File: src/fcp_pkg.sv
// ----------------------------------------------------------------------------
// fcp_pkg
// Shared widths, register indexes and the derived configuration bundle.
// ----------------------------------------------------------------------------
`default_nettype none

package fcp_pkg;

  localparam int IN_BITS       = 32;  // time_ticks field
  localparam int TIME_BITS_DEF = 32;
  localparam int LEG_W         = 24;
  localparam int PER_W         = 25;  // 2 * leg
  localparam int FREQ_W        = 32;
  localparam int PH_W          = 48;  // phase accumulator, one turn = 2^48
  localparam int HALF_W        = 24;  // partial product split
  localparam int LIM_W         = 32;
  localparam int OUT_W         = 32;
  localparam int CFG_AW        = 2;
  localparam int CFG_DW        = 48;

  localparam logic [CFG_AW-1:0] REG_LEG   = 2'd0;
  localparam logic [CFG_AW-1:0] REG_FREQ  = 2'd1;
  localparam logic [CFG_AW-1:0] REG_CURV  = 2'd2;
  localparam logic [CFG_AW-1:0] REG_LIMIT = 2'd3;

  typedef struct packed {
    logic [LEG_W-1:0]  d;    // leg length, zero taken as one
    logic [PER_W-1:0]  per;  // period length 2*d
    logic [FREQ_W-1:0] f;    // start frequency word
    logic [PH_W-1:0]   c;    // curvature, two's complement
    logic [LIM_W-1:0]  lim;  // period limit, 0 = endless
    logic [PH_W-1:0]   p;    // phase of one leg
    logic [PH_W-1:0]   k;    // down leg slope f48 + 2*c*d
  } cfg_t;

endpackage

`default_nettype wire

File: src/fcp_div.sv
// ----------------------------------------------------------------------------
// fcp_div
// Pipelined restoring divider: time / period, one quotient bit per stage.
// ----------------------------------------------------------------------------
`default_nettype none

module fcp_div import fcp_pkg::*; #(
  parameter int QB = TIME_BITS_DEF
) (
  input  wire logic             clk,
  input  wire logic             rst,
  input  wire logic             en,
  input  wire logic             in_vld,
  input  wire logic [QB-1:0]    n,
  input  wire logic [PER_W-1:0] per,
  output logic                  out_vld,
  output logic [QB-1:0]         q,
  output logic [PER_W-1:0]      r
);

  logic [QB-1:0]    n_s [0:QB];
  logic [QB-1:0]    q_s [0:QB];
  logic [PER_W-1:0] r_s [0:QB];
  logic             v_s [0:QB];

  always_ff @(posedge clk) begin
    if (rst) v_s[0] <= 1'b0;
    else if (en) v_s[0] <= in_vld;
  end

  always_ff @(posedge clk) begin
    if (en) begin
      n_s[0] <= n;
      q_s[0] <= '0;
      r_s[0] <= '0;
    end
  end

  for (genvar s = 0; s < QB; s++) begin : g_stage
    logic [PER_W:0]   t, tn;
    logic             ge;
    logic [QB-1:0]    qn;

    always_comb begin
      t  = {r_s[s], n_s[s][QB-1-s]};
      ge = (t >= {1'b0, per});
      tn = ge ? (t - {1'b0, per}) : t;
      qn = q_s[s];
      qn[QB-1-s] = ge;
    end

    always_ff @(posedge clk) begin
      if (rst) v_s[s+1] <= 1'b0;
      else if (en) v_s[s+1] <= v_s[s];
    end

    always_ff @(posedge clk) begin
      if (en) begin
        n_s[s+1] <= n_s[s];
        q_s[s+1] <= qn;
        r_s[s+1] <= tn[PER_W-1:0];
      end
    end
  end

  assign out_vld = v_s[QB];
  assign q       = q_s[QB];
  assign r       = r_s[QB];

endmodule

`default_nettype wire

File: config.mk
export PLATFORM = sky130hd
export DESIGN_NAME = fcp_div
export DESIGN_NICKNAME = d
export VERILOG_FILES = /design/src/fcp_pkg.sv /design/src/fcp_div.sv
export SDC_FILE = /design/constraint.sdc
export NUM_CORES = 2
export LEC_CHECK = 0
export BUFFER_PORTS_ARGS = -buffer_cell sky130_fd_sc_hd__buf_2
export CAP_MARGIN = 20
export CORE_ASPECT_RATIO = 0.8
export CORE_UTILIZATION = 31
export CTS_CLUSTER_DIAMETER = 30
export CTS_CLUSTER_SIZE = 12
export DETAILED_ROUTE_END_ITERATION = 10
export GPL_TIMING_DRIVEN = 0
export HOLD_SLACK_MARGIN = 0.12
export PLACE_DENSITY = 0.55
export SYNTH_ARGS = -nofsm -noshare
export SYNTH_HDL_FRONTEND = slang
export SYNTH_SLANG_ARGS = --single-unit
File: constraint.sdc
create_clock -name clk -period 18.2 [get_ports clk]
set_input_delay 3.64 -clock clk [delete_from_list [all_inputs] [get_ports clk]]
set_output_delay 3.64 -clock clk [all_outputs]
set_load 0.02 [all_outputs]
==> impl_metrics.py <==
metrics = {
    "status": {
        "status": "completed",
    },
    "clocking": {
        "insertion_delay_ps": 940,
        "cts-root-buf": "clkbuf_16",
        "cts_tree": "yes",
        "cts_max_level": 5,
        "ctsHoldBuffers": 0,
        "post_cts_resized": 0,
        "cts_made_buffers": 432,
        "clkTransAtPathRegs_ps": 50,
        "cts_buffer_depth": 4,
        "cts_sinks": 1889,
        "cts_setup_buffers": 0,
    },
    "logic_synthesis": {
        "synth_area_leaders": "edfxtp_1 55%, ha_1 9.5%, mux2_2 4.1%",
        "synth_compound_area_share_pct": 14.4,
        "synth_top_area_share_pct": 55.2,
        "synth-simple-area-share_pct": 8.57,
        "synth_xor_area_share_pct": 5.59,
        "ys_seq_area_share_pct": 55.2,
        "synth_top_area_cell": "edfxtp_1",
        "synth_top_family_by_area": "compound AO/OA/AOI/OAI gates",
        "syn_area_per_cell_um2": 12.2,
        "synthCells": 8410,
        "syn_area_mm2": 0.103,
        "synthFlopType": "edfxtp_1",
        "synth-async-reset-ratio_pct": 0,
        "ys_ff_latch": 1889,
        "synth_edf_count": 1889,
        "synthAdderAreaFrac_pct": 10.1,
        "ys.warnings.count": 0,
        "synth.distinct_cells": 91,
        "syn_nets": 9279,
        "synthMuxAreaShare_pct": 4.55,
    },
    "die": {
        "core_area_mm2": 0.329,
        "die_y_um": 517,
        "start_util_pct": 31.3,
        "die_w_um": 646,
        "die-area_mm2": 0.334,
        "ioPinCount": 119,
        "rows": 188,
    },
    "final_layout": {
        "fin_cells": 13734,
        "seqCellArea_mm2": 0.0567,
        "mostFrequentLayoutCells": "1889 x edfxtp_1, 777 x ha_1, 771 x a21oi_1, 559 x nand2_1, 524 x o21ai_0",
        "multi_input_area_mm2": 0.0444,
        "final_common_cell": "edfxtp_1",
        "final_core_util_pct": 38.0,
        "layout.nets": 9864,
        "nFillCells": 31204,
        "final_layout_size_suffix_gt1_share_pct": 14.6,
        "syn_to_final_growth_pct": 21.4,
    },
    "sta": {
        "rsz0062_at_grt": "false",
        "fin_crit_ps": 7910,
        "fin_crit_sh_pct": 43.5,
        "slew_headroom_pct": 8.38,
        "max_clock_freq_ghz": 0.126,
        "finalSetupViolCount": 0,
        "hold_viol": 0,
        "finalClockSkew_ps": 70.1,
        "slew_violations": 0,
        "fin_tns_setup_ps": 0,
        "worst_slew_pin_slew_ps": 1370,
    },
    "run": {
        "drv_cap": 0,
    },
    "route": {
        "drt_iter0_markers": 5582,
        "vias": 69932,
        "dr.pass1.iters": 6,
        "drc_errors": 0,
        "routed_via_density": 5.09,
        "wl_per_cell_um": 19.3,
        "drt-total-wl_mm": 265,
        "detail-route-antenna-nets": 0,
    },
    "setup_path": {
        "critPathBufInv": 5,
        "crit_path_end_kind": "flop",
        "critPathKind": "primary input to flop",
        "start_kind": "primary input",
        "cp_top_family": "compound AO/OA/AOI/OAI gates",
        "cp_cell_sequence": "buf_4 > buf_16 > ha_1 > inv_1 > fa_1 > a211oi_1 > o21ai_0 > a21oi_1 > nand3_1 > a2111oi_0 > o21bai_1 > nor2b_1 > a31oi_1 > clkbuf_1 > clkbuf_1 > o21ai_0",
        "path_max_fanout": 25,
        "cpMaxStageDelayCell": "clkbuf_1",
        "required_ps": 18850,
        "critical-path-max-stage-delay_ps": 590,
        "cp.arrival_ps": 8570,
    },
    "power_and_ir_drop": {
        "power_frac_seq_pct": 28.8,
        "p_clk_share_pct": 31.8,
        "pwr-share-comb_pct": 39.4,
        "ir_drop_mv": 0.0878,
        "p_leak_uw": 0.0480,
        "pwr_density_cell_mw_per_mm2": 199,
        "switchingPower_uw": 8760,
        "power.internal_uw": 16100,
        "p_sw_share_pct": 35.2,
    },
    "min_path": {
        "hold_class": "flop to flop",
    },
    "placed_design": {
        "gp_congestion": 0.877,
        "dp_cells": 12931,
        "port_buffers": 118,
        "dpl.hpwl_mm": 180,
    },
    "grt": {
        "grt_remaining_overflow": 0,
        "grt_antenna_before_repair": 8,
        "grt_pass1_vias": 69629,
        "grt_pass1_wl_mm": 407,
        "grt_max_degree": 184,
        "track_usage_pct": 15.5,
    },
}
==> logic make-up after synthesis <==
group / Yosys count
AND/OR/NAND/NOR: 1838
buffers and inverters: 452
adder cells (fa/ha/maj): 808
AO/OA/AOI/OAI: 2351
multiplexers: 415
XOR/XNOR: 657
flip-flops: 1889
==> cell type report <==
cell class                      count  share of cell area [%]
Sequential cell                  1889                    45.4
Multi-Input combinational cell   6069                    35.5
Clock buffer                      480                    8.83
Tap cell                         4370                    4.38
Clock inverter                    322                    3.22
Timing Repair Buffer              151                    1.18
Inverter                          268                   0.855
Buffer                            184                   0.602
Antenna cell                        1                 0.00200
==> Yosys cell counts, types with 28 or more instances <==
library cell,n
edfxtp_1,1889
inv_1,268
nand2b_1,90
and2_1,59
nand2_1,559
fa_1,31
o211ai_1,35
o21a_1,85
nand3_1,136
nor4_1,37
o21bai_1,97
nor2_1,458
clkbuf_1,136
a21boi_0,28
mux2_2,373
o31ai_1,40
a21oi_1,771
buf_2,37
nor2b_1,127
ha_1,777
xnor2_1,401
o21ai_0,524
xor2_1,256
nand4_1,102
nor3_1,93
a31oi_1,77
a211oi_1,47
and3_1,58
a21o_1,376
or2_2,29
==> metrics by stage <==
step,power [µW],hold WS (ps),setup slack (ps),area [µm²]
after detailed placement,16800,405,9490,110000
after floorplan,14200,400,9690,103000
after global placement,17000,401,-17750,109000
after CTS,25000,373,10500,125000
final,24900,387,10290,125000
after global routing,26400,386,9980,125000
==> metal layers <==
| layer | up-vias | GRT usage (%) | wire length [µm] |
|---|---|---|---|
| met5 | - | 0 | 0 |
| li1 | 33548 | - | - |
| met1 | 33910 | 23.1 | 133000 |
| met4 | 0 | 5.33 | 8010 |
| met2 | 1945 | 22.4 | 109000 |
| met3 | 529 | 2.61 | 15000 |
==> worst register-to-register path: cells and delay by family, from the launching register on <==
family / cells / cell delay [ps]
adders and majority gates: 2 / 650
buffers and inverters: 3 / 770
muxes: 1 / 400
DFF: 1 / 370
AOI/OAI and AO/OA: 8 / 2360
and+or+nand+nor: 1 / 200
==> sequential cells by signal, summed over array words and instances (netlist names) <==
register	flops
q_s	528
n_s	528
r_s	800
v_s	33
==> power by group through the flow <==
stage | Sequential, µW | Clock (µW) | Combinational, µW
floorplan | 6920 | 0 | 7290
global placement | 7490 | 0 | 9490
detailed placement | 7220 | 0 | 9610
CTS | 7170 | 8130 | 9720
global route | 7270 | 8340 | 10800
finish | 7170 | 7910 | 9790
==> final timing paths <==
path                               from                    end  slack [ps]  depth (start not counted)
hold / removal    q_s[1][470]$_DFFE_PP_  q_s[1][502]$_DFFE_PP_         390                          0
setup / recovery                 per[0]  r_s[28][24]$_DFFE_PP_       10290                         16
setup reg to reg  n_s[0][961]$_DFFE_PP_  r_s[31][20]$_DFFE_PP_       13200                         15
hold reg to reg   q_s[1][470]$_DFFE_PP_  q_s[1][502]$_DFFE_PP_         390                          0
No activity file was read; power rests on OpenSTA's default activity.
